$ cat src/sv/cpp_pkg.sv
// shared types and character constants for the controller packet parser
package cpp_pkg;

    typedef enum logic [1:0] {
        PH_IDLE    = 2'd0,
        PH_TAG     = 2'd1,
        PH_PAYLOAD = 2'd2
    } t_phase;

    localparam logic [7:0] CH_START  = 8'h21;  // '!'
    localparam logic [7:0] CH_BUTTON = 8'h42;  // 'B'
    localparam logic [7:0] CH_QUAT   = 8'h51;  // 'Q'
    localparam logic [7:0] CH_ONE    = 8'h31;  // '1'
    localparam logic [7:0] CH_ZERO   = 8'h30;  // '0'

    localparam int LEN_BUTTON = 3;
    localparam int QUAT_WORDS = 4;
    localparam int LEN_QUAT   = QUAT_WORDS * 4;
    localparam int CNT_W      = $clog2(LEN_QUAT);

    localparam logic MSG_BUTTON = 1'b0;
    localparam logic MSG_QUAT   = 1'b1;

    localparam int OUT_DATA_W = 144;

endpackage

$ cat src/sv/controller_packet_parser.sv
// controller packet parser: byte stream in, button and quaternion messages out
//
//  channel  | dir | tdata                                   | tuser
//  ---------+-----+-----------------------------------------+--------------
//  s (in)   | in  | rx_byte [7:0]                           | -
//  m (out)  | out | button_accepted, button_map, quat w/x/y/z | message_kind
//
// one received byte is taken every cycle; the byte that completes a message
// loads the output register in the same cycle it is taken, so a result shows in
// the cycle after its last byte. the only stall comes from the output register:
// the input is held off only while a result waits and the sink is not ready.
// synchronous active-low reset returns to idle and clears the map and words.
module controller_packet_parser #(
    parameter int NUM_BUTTONS = 8
) (
    input  logic         i_clk,
    input  logic         i_rst_n,
    // stream in
    input  logic         i_s_tvalid,
    output logic         o_s_tready,
    input  logic [7:0]   i_s_tdata,   // [7:0] rx_byte
    // stream out
    output logic         o_m_tvalid,
    input  logic         i_m_tready,
    output logic [cpp_pkg::OUT_DATA_W-1:0] o_m_tdata,
        // [0] button_accepted, [8:1] button_map, [40:9] quat_w,
        // [72:41] quat_x, [104:73] quat_y, [136:105] quat_z, rest zero
    output logic         o_m_tuser    // [0] message_kind
);
    import cpp_pkg::*;

    // parser state
    t_phase             r_phase, n_phase;
    logic               r_is_quat, n_is_quat;
    logic [CNT_W-1:0]   r_count, n_count;
    logic [7:0]         r_store [LEN_QUAT];
    logic [7:0]         r_buttons, n_buttons;
    logic [31:0]        r_quat [QUAT_WORDS];
    logic [31:0]        n_quat [QUAT_WORDS];

    // output register
    logic                  r_out_valid;
    logic                  r_out_kind, n_out_kind;
    logic [OUT_DATA_W-1:0] r_out_data, n_out_data;
    logic                  n_emit;
    logic                  n_accepted;

    logic       in_req;
    logic [7:0] rx_byte;
    logic [7:0] btn_id;
    logic [7:0] btn_sel;

    // take a byte whenever the output slot is free or being drained
    assign o_s_tready = !r_out_valid || i_m_tready;
    assign in_req     = i_s_tvalid && o_s_tready;
    assign rx_byte    = i_s_tdata;

    // button id from the first stored payload byte, wrapping below '1'
    assign btn_id  = r_store[0] - CH_ONE;
    assign btn_sel = 8'(1) << btn_id[2:0];

    always_comb begin
        n_phase    = r_phase;
        n_is_quat  = r_is_quat;
        n_count    = r_count;
        n_buttons  = r_buttons;
        n_quat     = r_quat;
        n_emit     = 1'b0;
        n_accepted = 1'b0;
        n_out_kind = MSG_BUTTON;
        if (in_req) begin
            unique case (r_phase)
                PH_TAG: begin
                    n_count = '0;
                    if (rx_byte == CH_BUTTON) begin
                        n_is_quat = 1'b0;
                        n_phase   = PH_PAYLOAD;
                    end else if (rx_byte == CH_QUAT) begin
                        n_is_quat = 1'b1;
                        n_phase   = PH_PAYLOAD;
                    end else begin
                        n_phase = PH_IDLE;
                    end
                end
                PH_PAYLOAD: begin
                    n_count = r_count + CNT_W'(1);
                    if (r_is_quat && r_count == CNT_W'(LEN_QUAT - 1)) begin
                        // last byte goes straight into the top of word three
                        n_phase    = PH_IDLE;
                        n_count    = '0;
                        n_emit     = 1'b1;
                        n_out_kind = MSG_QUAT;
                        for (int w = 0; w < QUAT_WORDS - 1; w++) begin
                            n_quat[w] = {r_store[4*w+3], r_store[4*w+2],
                                         r_store[4*w+1], r_store[4*w]};
                        end
                        n_quat[QUAT_WORDS-1] = {rx_byte,
                                                r_store[LEN_QUAT-2],
                                                r_store[LEN_QUAT-3],
                                                r_store[LEN_QUAT-4]};
                    end else if (!r_is_quat && r_count == CNT_W'(LEN_BUTTON - 1)) begin
                        // third button byte is ignored
                        n_phase    = PH_IDLE;
                        n_count    = '0;
                        n_emit     = 1'b1;
                        n_out_kind = MSG_BUTTON;
                        if (btn_id < 8'(NUM_BUTTONS)) begin
                            n_accepted = 1'b1;
                            if (r_store[1] != CH_ZERO) begin
                                n_buttons = r_buttons | btn_sel;
                            end else begin
                                n_buttons = r_buttons & ~btn_sel;
                            end
                        end
                    end
                end
                default: begin
                    // idle and the unused code wait for a start byte
                    n_phase = (rx_byte == CH_START) ? PH_TAG : PH_IDLE;
                end
            endcase
        end
        n_out_data = {7'd0, n_quat[3], n_quat[2], n_quat[1], n_quat[0],
                      n_buttons, n_accepted};
    end

    always_ff @(posedge i_clk) begin
        if (!i_rst_n) begin
            r_phase     <= PH_IDLE;
            r_is_quat   <= 1'b0;
            r_count     <= '0;
            r_buttons   <= '0;
            r_out_valid <= 1'b0;
            for (int w = 0; w < QUAT_WORDS; w++) begin
                r_quat[w] <= '0;
            end
        end else begin
            r_phase   <= n_phase;
            r_is_quat <= n_is_quat;
            r_count   <= n_count;
            r_buttons <= n_buttons;
            r_quat    <= n_quat;
            if (n_emit) begin
                r_out_valid <= 1'b1;
            end else if (i_m_tready) begin
                r_out_valid <= 1'b0;
            end
        end
    end

    // payload bytes and result payload carry no reset
    always_ff @(posedge i_clk) begin
        if (in_req && r_phase == PH_PAYLOAD) begin
            r_store[r_count] <= rx_byte;
        end
        if (n_emit) begin
            r_out_kind <= n_out_kind;
            r_out_data <= n_out_data;
        end
    end

    assign o_m_tvalid = r_out_valid;
    assign o_m_tdata  = r_out_data;
    assign o_m_tuser  = r_out_kind;

    // a new result only ever follows an accepted byte
    a_result_from_request: assert property (@(posedge i_clk) disable iff (!i_rst_n)
        $rose(r_out_valid) |-> $past(in_req))
        else $error("result appeared without an input request");

    // every completed message leaves the parser idle
    a_idle_after_result: assert property (@(posedge i_clk) disable iff (!i_rst_n)
        n_emit |=> r_phase == PH_IDLE)
        else $error("parser not idle after a completed message");

    // quaternion results never report a button update
    a_quat_no_accept: assert property (@(posedge i_clk) disable iff (!i_rst_n)
        (o_m_tvalid && o_m_tuser == MSG_QUAT) |-> !o_m_tdata[0])
        else $error("quaternion result flagged as button update");

    // a button payload count at its length would mean a missed completion
    a_button_count: assert property (@(posedge i_clk) disable iff (!i_rst_n)
        (r_phase == PH_PAYLOAD && !r_is_quat) |-> r_count < CNT_W'(LEN_BUTTON))
        else $error("button payload overran its length");

endmodule

$ cat config.mk
export PLATFORM = sky130hd
export DESIGN_NAME = controller_packet_parser
export DESIGN_NICKNAME = d
export VERILOG_FILES = /design/src/sv/cpp_pkg.sv /design/src/sv/controller_packet_parser.sv
export SDC_FILE = /design/constraint.sdc
export NUM_CORES = 1
export LEC_CHECK = 0
export ABC_AREA = 1
export BUFFER_PORTS_ARGS = -buffer_cell sky130_fd_sc_hd__buf_2
export CAP_MARGIN = 25
export CORE_UTILIZATION = 27
export CTS_CLUSTER_DIAMETER = 100
export DETAILED_ROUTE_END_ITERATION = 8
export PLACE_DENSITY_LB_ADDON = 0.3
export SLEW_MARGIN = 20
export SYNTH_ARGS = -nofsm -noshare
export SYNTH_HDL_FRONTEND = slang
export SYNTH_SLANG_ARGS = --single-unit
$ cat constraint.sdc
create_clock -name i_clk -period 4 [get_ports i_clk]
set_clock_uncertainty 0.05 [all_clocks]
set_input_delay 0.4 -clock i_clk [delete_from_list [all_inputs] [get_ports i_clk]]
set_output_delay 0.4 -clock i_clk [all_outputs]
set_load 0.05 [all_outputs]
==> impl_results.md, run 1 <==
- Crit path DAT: 2.66 ns
- Reg2Reg Setup Slack: 1.77 ns
- Post-synthesis cell count: 1173
- Residual DRC: 0
- Hold Startpoint: i_rst_n
- Row cnt: 83
- DIE HEIGHT: 231.8 um
- Total CTS buffers: 42
- Hold buffer count at cts: 0
- Worst reg2reg endpoint: r_quat[29]
- Status: complete, no violations
- Async S/R FF share, synth: 0%
- Number of port buffers: 151
- EDFF count, synth: 258
- CTS sink cnt: 402
- Distinct cells, synth: 30
- Initial antenna violation count: 1
- Hold Path Class: in2reg
- Setup TNS: 0 ns
- Fin. Hold Viols: 0
- Antenna cell count: 0
- CTS H-Tree Depth: 2
- Width of the die: 231.8 um
- Setup bufs post-CTS: 0
- Switching share of power: 19.74%
- Post-synthesis cell area: 0.01426 sq mm
- DRT Pass-1 Iters: 4
- GR Overflow Total: 0
- Static Leak: 0.006275 uW
- Worst-Skew Late Latency: 0.55 ns
- Post-synth top area share: 54.33%
- Via count: 8472
- Maximum buffer depth of the clock tree: 3
- Yosys warning total: 0
- Routed len/inst: 15.62 um
- Final net count: 1355
- Worst hold path depth: 3
- Starting density of the core: 27.57%
- Final Cycle Share: 55.85%
- Global Route Usage Sum: 11.91%
- Power per cell area: 496.8 mW/mm^2
- # IOs: 159
- Sequential area share after synthesis: 74.55%
- Synth Area per Inst: 12.16 sq um
- Overall Power: 8468 uW
- Most used flip-flop cell after synthesis: edfxtp_1
- Die area: 0.05373 sq mm
- Combinational power share: 1.2%
- Final ANT Viol Nets: 0
- MaxCap Viol Count: 0
- Worst EP required: 4.42 ns
- Initial drt markers: 449
- CTS clk-pin slew, worst paths: 0.06 ns
- Clock root cell: clkbuf_16
- WS Path Type: reg2reg
- Synth Register Bits: 402
- Core Util, Final: 32.96%
- Final wirelength: 31980 um
- GPL Wtd Cong: 0.7184
- Clock power share: 47.0%
- Yosys top cell by area: edfxtp_1
- Fmax: 447.6 MHz
- Worst R2R Path Depth: 10
- Peak VDD IR: 0.0002468 V
- Top cells by area, synth: edfxtp_1, dfxtp_1, nand2_1
- Setup violations, final: 0
- Slew headroom: 33.40%
- Max Slew Vio Count: 0
- Hpwl dp: 18810 um
- Critical Path Source: r_phase[0]
- Largest fanout on the critical path: 99
- Largest net degree at the start of global routing: 130
- Post-cts sizing count: 0
- Startpoint type of the worst setup path: flip-flop
- RR Startpoint: r_phase[0]
- P&R area growth vs syn: 19.55%
- CTS tree: built
- CORE AREA: 0.05172 sq mm
- Tmin final: 2.234 ns
- Net Sw Power: 1672 uW
- Sequential Power Share: 51.8%
- RSZ-0062 raised after global routing: false
- Slew of the pin with the lowest slew margin: 0.9954 ns
- Share of cells above drive strength 1: 21.65%
- First-pass GRT wire length: 48180 um
- Filler cells: 5160
- Vias/cell: 4.139
- Hold endpoint: r_is_quat
- Int Pwr: 6796 uW
- Vias in the first global route: 8201
- Critical Path End Type: flip-flop
state kept, by name, indices dropped and copies added, names as in the netlist:
| signal | count |
|---|---|
| o_m_tdata | 137 |
| r_quat | 128 |
| r_store | 120 |
| r_buttons | 8 |
| r_count | 4 |
| r_phase | 2 |
| o_m_tuser | 1 |
| o_m_tvalid | 1 |
| r_is_quat | 1 |
power by group through the flow:
| stage | logic [uW] | registers [uW] | clock network, uW |
|---|---|---|---|
| 3_5_place_dp | 105 | 4470 | 0 |
| 6_report | 104 | 4380 | 3980 |
| 2_1_floorplan | 47.4 | 4470 | 0 |
| 3_3_place_gp | 105 | 4470 | 0 |
| 5_1_grt | 112 | 4380 | 4250 |
| 4_1_cts | 106 | 4380 | 4110 |
cell usage in the layout (no fill, tap or decap), drive strengths merged, types with 8 or more instances in the layout:
cell type	count
dfxtp	144
a21oi	131
ha	8
nand2	443
buf	162
nor2	54
inv	53
clkbuf	56
edfxtp	258
nand3	15
clkinv	13
cell families after synthesis:
| kind of cell | after synthesis | synth area share (%) |
|---|---|---|
| AOI/OAI and AO/OA | 133 | 5.195 |
| buffers and inverters | 103 | 4.317 |
| DFF | 402 | 74.55 |
| xor gates and xnor gates | 1 | 0.06144 |
| adders and majority gates | 8 | 0.7020 |
| and+or+nand+nor | 525 | 15.15 |
| other | 1 | 0.02630 |
layout make-up:
class                      instances  area, sq um  area share [%]
inverter                          53        210.2           1.233
sequential                       402        10630           62.36
multi-input combinational        674         3035           17.81
clock inverter                    20        226.5           1.329
clock buffer                      56         1185           6.951
tap                              680        850.8           4.991
timing repair buffer             162        908.4           5.329
cells in the mapped netlist (2+ instances only):
| cell type | instances |
|---|---|
| nand2_1 | 403 |
| edfxtp_1 | 258 |
| dfxtp_1 | 144 |
| a21oi_1 | 111 |
| nor2_1 | 51 |
| inv_1 | 50 |
| nand2_2 | 39 |
| a21oi_2 | 20 |
| buf_6 | 20 |
| clkbuf_1 | 15 |
| nand3_1 | 15 |
| buf_4 | 9 |
| ha_1 | 8 |
| nor3_1 | 7 |
| nand4_1 | 4 |
| buf_2 | 3 |
| buf_8 | 2 |
| o21ai_0 | 2 |
routing by layer:
| metal | vias to the layer above | GRT usage, % | routed length (um) |
|---|---|---|---|
| met5 | - | 0 | 17 |
| met4 | 2 | 4.174 | 830 |
| met3 | 58 | 2.517 | 1435 |
| met2 | 152 | 20.57 | 15950 |
| met1 | 4039 | 14.59 | 13750 |
| li1 | 4221 | - | - |
worst max-delay path: stages (launching register included):
cell and delay [ns]:
dfxtp_1 0.37, inv_1 0.06, ha_1 0.20, inv_1 0.09
nor2_4 0.07, inv_4 0.13, nor2_8 0.05, inv_4 0.26
buf_12 0.42, nand2_1 0.14, a21oi_1 0.18
how the worst max path moves through the flow:
stage | slack, ns | cells past startpoint | to
6_report | 1.77 | 10 | r_quat[29]
5_1_grt | 1.55 | 10 | o_m_tdata[115]
4_1_cts | 1.74 | 10 | r_quat[29]
3_5_place_dp | 1.67 | 7 | r_store[6][4]
3_3_place_gp | 1.64 | 7 | r_store[6][1]
2_1_floorplan | 0.23 | 5 | o_m_tdata[0]
stage by stage:
stage	area (sq um)	cells	setup slack (ns)	hold slack (ns)
floorplan	14290	1179	0.2302	0.3959
global placement	15610	1970	1.641	0.4057
detailed placement	15610	1970	1.675	0.4105
CTS	17020	2046	1.743	0.03448
global route	17050	2047	1.549	0.07904
finish	17050	2047	1.766	0.07962
No activity file was read; power rests on OpenSTA's default activity.
==> inputs of run 2 (changes only) <==
Clock period 4 ns to 2.3 ns, I/O delays scaled along.
==> run 2 against run 1 <==
Final area is 2.4% higher. Largest power group unchanged. Sequential power is 74% higher. Highest routed layer is now met4. Worst hold slack worse by 0.059 ns. Global-route usage is 0.32 points higher. Flip-flop and latch count is the same. Clock-buffer cell count grew 1.
==> impl_results.md, run 2 (synthesis results as in run 1) <==
- Slew of the pin with the lowest slew margin: 0.6316 ns (was 0.9954 ns)
- Global Route Usage Sum: 12.22% (was 11.91%)
- Final net count: 1384 (was 1355)
- Width of the die: 231.8 um (unchanged)
- Peak VDD IR: 0.0005454 V (was 0.0002468 V)
- RR Startpoint: r_store[0][1] (was r_phase[0])
- Met2 usage: 20.39% (was 20.57%)
- Worst R2R Path Depth: 8 (was 10)
- RSZ-0062 raised after global routing: false (unchanged)
- Hpwl dp: 20900 um (was 18810 um)
- Post-Layout Cell Count: 2079 (was 2047)
- GPL Wtd Cong: 0.7859 (was 0.7184)
- Max Slew Vio Count: 0 (unchanged)
- First-pass GRT wire length: 49180 um (was 48180 um)
- Hold Path Class: in2reg (unchanged)
- Via count: 8612 (was 8472)
- Initial antenna violation count: 1 (unchanged)
- Filler cells: 5158 (was 5160)
- Setup violations, final: 0 (unchanged)
- P&R area growth vs syn: 22.44% (was 19.55%)
- Worst-Skew Late Latency: 0.56 ns (was 0.55 ns)
- DIE HEIGHT: 231.8 um (unchanged)
- CTS clk-pin slew, worst paths: 0.07 ns (was 0.06 ns)
- Share of cells above drive strength 1: 23.96% (was 21.65%)
- Maximum buffer depth of the clock tree: 3 (unchanged)
- Flip-flop and latch area: 0.01064 sq mm (was 0.01063 sq mm)
- Met3 usage: 2.075% (was 2.517%)
- Vias/cell: 4.142 (was 4.139)
- CTS sink cnt: 402 (unchanged)
- Hold endpoint: r_store[1][1] (was r_is_quat)
- Final ANT Viol Nets: 0 (unchanged)
- Reg2Reg Setup Slack: 0.28 ns (was 1.77 ns)
- Hold Startpoint: i_s_tdata[1] (was i_rst_n)
- CORE AREA: 0.05172 sq mm (unchanged)
- GR Overflow Total: 0 (unchanged)
- Worst hold path depth: 1 (was 3)
- Largest net degree at the start of global routing: 69 (was 130)
- Core Util, Final: 33.76% (was 32.96%)
- Initial drt markers: 399 (was 449)
- Fin. Hold Viols: 0 (unchanged)
- Worst EP required: 2.57 ns (was 4.42 ns)
- # IOs: 159 (unchanged)
- Fmax: 493.8 MHz (was 447.6 MHz)
- DRT Pass-1 Iters: 5 (was 4)
- CTS tree: built (unchanged)
- CTS H-Tree Depth: 2 (unchanged)
- Number of port buffers: 151 (unchanged)
- Max reg flops: 137 (unchanged)
- Starting density of the core: 27.57% (unchanged)
- Worst reg2reg endpoint: o_m_tdata[5] (was r_quat[29])
- Vias in the first global route: 8381 (was 8201)
- Commonest non-fill, non-tap cell in the layout: nand2_1 (unchanged)
- Crit path DAT: 2.30 ns (was 2.66 ns)
- Largest fanout on the critical path: 6 (was 99)
- MaxCap Viol Count: 0 (unchanged)
- Setup bufs post-CTS: 0 (unchanged)
- Final wirelength: 32890 um (was 31980 um)
- Met1 Usage GRT: 15.59% (was 14.59%)
- Row cnt: 83 (unchanged)
- Hold WS: 0.02061 ns (was 0.07962 ns)
- Startpoint type of the worst setup path: flip-flop (unchanged)
- WS Path Type: reg2reg (unchanged)
- Setup TNS: 0 ns (unchanged)
- Tmin final: 2.025 ns (was 2.234 ns)
- Status: complete, no violations (unchanged)
- Commonest cells after routing, fill and taps aside: nand2_1, edfxtp_1, buf_2, dfxtp_1, a21oi_1 (unchanged)
- Static Leak: 0.006472 uW (was 0.006275 uW)
- Clock root cell: clkbuf_16 (unchanged)
- Residual DRC: 0 (unchanged)
- Slew headroom: 57.89% (was 33.40%)
- DP Cell Count: 1995 (was 1970)
- GR peak layer: met2 (unchanged)
- Multi-input logic area: 0.003087 sq mm (was 0.003035 sq mm)
- Routed len/inst: 15.82 um (was 15.62 um)
- Power per cell area: 858.9 mW/mm^2 (was 496.8 mW/mm^2)
- Die area: 0.05373 sq mm (unchanged)
- Total CTS buffers: 42 (unchanged)
- Final Cycle Share: 88.04% (was 55.85%)
- Critical Path End Type: flip-flop (unchanged)
run 2: worst max-delay path, stage by stage, from the launching register on:
cell	delay (ns)
edfxtp_1	0.43
nor2_1	0.26
ha_1	0.30
inv_1	0.06
nand4_1	0.08
nor2_1	0.33
nand3_1	0.12
nand2_1	0.13
inv_1	0.04
run 2: where the power goes:
group          internal, uW  total (uW)  switching, uW
logic                  34.3         199            165
registers              7620        7620         0.0190
clock network          4360        7180           2820
run 2: worst max-delay path by stage:
stage,from,end,slack (ns),cells after the start
2_1_floorplan,o_m_tvalid,o_m_tdata[0],-0.98,5
3_3_place_gp,r_count[2],o_m_tdata[122],0.31,6
3_5_place_dp,r_store[0][1],o_m_tdata[5],0.28,8
4_1_cts,r_store[0][0],o_m_tdata[5],0.28,8
5_1_grt,r_store[0][0],o_m_tdata[6],0.05,8
6_report,r_store[0][1],o_m_tdata[5],0.28,8
run 2: per-layer routing:
layer | up-vias | wire, um
li1 | 4287 | -
met1 | 4114 | 14670
met2 | 156 | 16090
met3 | 55 | 1241
met4 | 0 | 885
met5 | - | 0
run 2: through the flow:
| stage | setup slack [ns] | cell area (sq um) | power [uW] |
|---|---|---|---|
| finish | 0.2750 | 17460 | 14990 |
| global route | 0.05382 | 17460 | 15520 |
| CTS | 0.2780 | 17460 | 15240 |
| detailed placement | 0.2801 | 15920 | 7978 |
| global placement | 0.3095 | 15920 | 7976 |
| floorplan | -0.9824 | 14340 | 7859 |
run 2: layout make-up:
type | count | area share (%)
sequential | 402 | 60.94
multi-input combinational | 674 | 17.68
clock buffer | 57 | 6.859
timing repair buffer | 191 | 6.766
tap | 680 | 4.874
clock inverter | 21 | 1.663
inverter | 53 | 1.204
antenna | 1 | 0.01433
run 2: repair_timing:
| action | CTS | global route |
|---|---|---|
| hold buffers | 5 | 0 |
| resized for setup | 0 | 0 |
| hold endpoints to repair | 15 | 0 |
==> inputs of run 3 (changes only) <==
==> constraint.sdc (replaced) <==
create_clock -name i_clk -period 2.3 [get_ports i_clk]
set_clock_uncertainty 0.05 [all_clocks]
set_input_delay 0.46 -clock i_clk [delete_from_list [all_inputs] [get_ports i_clk]]
set_output_delay 0.46 -clock i_clk [all_outputs]
set_load 0.05 [all_outputs]
==> run 3 against run 2 <==
Flip-flop and latch count unchanged. Sequential share of layout area increased by 0.50 points. Non-clock buffer count unchanged. Combinational power increased by 2%. Largest power group unchanged. Critical endpoint is now o_m_tdata[7].
==> impl_results.md, run 3 (synthesis results as in run 1) <==
- Status: complete, no violations (unchanged)
- Maximum buffer depth of the clock tree: 3 (unchanged)
- Largest net degree at the start of global routing: 99 (was 69)
- CP bufs+invs: 2 (unchanged)
- Sequential Power Share: 52.6% (was 50.8%)
- Final net count: 1384 (unchanged)
- CP Depth: 8 (unchanged)
- Combinational power share: 1.4% (was 1.3%)
- Critical Path End Type: flip-flop (unchanged)
- Net Sw Power: 2910 uW (was 2986 uW)
- Fmax: 496.3 MHz (was 493.8 MHz)
- Setup TNS: 0 ns (unchanged)
- CTS sink cnt: 402 (unchanged)
- Share of cells above drive strength 1: 23.51% (was 23.96%)
- Final Cycle Share: 87.61% (was 88.04%)
- Fin. Hold Viols: 0 (unchanged)
- Hold buffer count at cts: 0 (was 5)
- Top delay family on crit path: simple AND/OR/NAND/NOR gates (unchanged)
- Vias/cell: 4.168 (was 4.142)
- Max incr delay on CP: 0.43 ns (about the same)
- Hold WS: 0.1570 ns (was 0.02061 ns)
- CTS H-Tree Depth: 2 (unchanged)
- MaxCap Viol Count: 0 (unchanged)
- Die area: 0.05373 sq mm (unchanged)
- Commonest non-fill, non-tap cell in the layout: nand2_1 (unchanged)
- Crit path DAT: 2.27 ns (was 2.30 ns)
- Switching share of power: 20.08% (was 19.92%)
- CTS clk-pin slew, worst paths: 0.06 ns (was 0.07 ns)
- Starting density of the core: 27.57% (unchanged)
- Final wirelength: 33390 um (was 32890 um)
- RR Startpoint: r_store[0][1] (unchanged)
- Startpoint type of the worst setup path: flip-flop (unchanged)
- CORE AREA: 0.05172 sq mm (unchanged)
- Worst R2R Path Depth: 8 (unchanged)
- Reg2Reg Setup Slack: 0.28 ns (about the same)
- Initial antenna violation count: 1 (unchanged)
- Vias in the first global route: 8371 (was 8381)
- Hold Path Class: in2reg (unchanged)
- Global Route Usage Sum: 12.40% (was 12.22%)
- Hpwl dp: 20800 um (was 20900 um)
- Tmin final: 2.015 ns (was 2.025 ns)
- Routed len/inst: 16.09 um (was 15.82 um)
- Setup violations, final: 0 (unchanged)
- Row cnt: 83 (unchanged)
- Clock root cell: clkbuf_16 (unchanged)
- # IOs: 159 (unchanged)
- Slew headroom: 58.88% (was 57.89%)
- Clock power share: 46.0% (was 47.9%)
- Max Slew Vio Count: 0 (unchanged)
- Power per cell area: 836.8 mW/mm^2 (was 858.9 mW/mm^2)
- Worst EP required: 2.55 ns (was 2.57 ns)
- GPL Wtd Cong: 0.7845 (was 0.7859)
- Via count: 8649 (was 8612)
- Residual DRC: 0 (unchanged)
- Peak VDD IR: 0.0004062 V (was 0.0005454 V)
- First-pass GRT wire length: 49890 um (was 49180 um)
- CTS tree: built (unchanged)
- Static Leak: 0.006395 uW (was 0.006472 uW)
- Critical Path Source: r_store[0][1] (unchanged)
- CP Capture Point: o_m_tdata[7] (was o_m_tdata[5])
- Max reg flops: 137 (unchanged)
- Worst path slowest cell: edfxtp_1 (unchanged)
- Commonest cells after routing, fill and taps aside: nand2_1, edfxtp_1, buf_2, dfxtp_1, a21oi_1 (unchanged)
- Final ANT Viol Nets: 0 (unchanged)
- GR Overflow Total: 0 (unchanged)
- WS Path Type: reg2reg (unchanged)
- Filler cells: 5156 (was 5158)
- Crit-path cells: nor2_1, ha_1, inv_1, nand4_1, nor2_1, nand3_1, nand2_1, inv_1 (unchanged)
- Post-cts sizing count: 0 (unchanged)
- Initial drt markers: 403 (was 399)
- Total CTS buffers: 42 (unchanged)
- Worst-Skew Late Latency: 0.54 ns (was 0.56 ns)
- Largest fanout on the critical path: 6 (unchanged)
- P&R area growth vs syn: 21.45% (was 22.44%)
- Width of the die: 231.8 um (unchanged)
- Setup bufs post-CTS: 0 (unchanged)
- RSZ-0062 raised after global routing: false (unchanged)
- Worst reg2reg endpoint: o_m_tdata[7] (was o_m_tdata[5])
- Antenna cell count: 0 (was 1)
- Number of port buffers: 151 (unchanged)
- Slew of the pin with the lowest slew margin: 0.6168 ns (was 0.6316 ns)
- DIE HEIGHT: 231.8 um (unchanged)
- DRT Pass-1 Iters: 6 (was 5)
- Int Pwr: 11580 uW (was 12010 uW)
run 3: cell count changes in the layout (fill, tap and decap cells not counted), moves of 4 or more:
cell	before	now
clkbuf_8	9	1
buf_4	26	31
clkbuf_1	6	11
dlygate4sd3_1	5	0
clkinv_1	1	5
clkinv_2	8	4
run 3: layer usage:
metal	routed length (um)	vias up	global-route usage, %
met5	8	-	0
met4	1180	2	5.818
met3	1693	61	2.615
met2	16050	179	20.39
met1	14470	4124	15.50
li1	-	4283	-
run 3: through the flow:
stage / utilization [%] / total power [uW] / setup slack, ns / instance area [sq um] / std cells
CTS: 33.48 / 14720 / 0.2734 / 17320 / 2075
global placement: 30.87 / 7983 / 0.1163 / 15970 / 2000
detailed placement: 30.87 / 7985 / 0.1262 / 15970 / 2000
finish: 33.48 / 14490 / 0.2850 / 17320 / 2075
floorplan: - / 7861 / -0.9969 / 14360 / 1179
global route: 33.48 / 14990 / 0.1006 / 17320 / 2075
run 3: worst min-delay path, delay by kind of cell:
family                 cells  cell delay (ns)
AND/OR/NAND/NOR            2             0.10
buffers and inverters      1             0.14
run 3: how the worst min path moves through the flow:
stage                           from         end  slack [ns]  cells past startpoint
after floorplan           r_quat[55]  r_quat[55]        0.40                      2
after global placement    r_quat[87]  r_quat[87]        0.40                      2
after detailed placement  r_quat[60]  r_quat[60]        0.41                      2
after CTS                    i_rst_n   r_is_quat        0.12                      3
after global routing         i_rst_n  r_count[0]        0.15                      3
final                        i_rst_n   r_is_quat        0.16                      3
run 3: layout make-up:
class | instances | area (sq um) | share of cell area, %
inverter | 53 | 226.5 | 1.308
clock buffer | 55 | 1131 | 6.532
sequential | 402 | 10640 | 61.44
timing repair buffer | 191 | 1169 | 6.749
clock inverter | 20 | 219.0 | 1.264
multi-input combinational | 674 | 3082 | 17.80
tap | 680 | 850.8 | 4.913
run 3: power groups by stage:
stage | Clock (uW) | Combinational [uW] | Sequential, uW
2_1_floorplan | 0 | 84.9 | 7780
3_3_place_gp | 0 | 209 | 7770
3_5_place_dp | 0 | 210 | 7770
4_1_cts | 6900 | 211 | 7620
5_1_grt | 7160 | 217 | 7610
6_report | 6670 | 203 | 7620
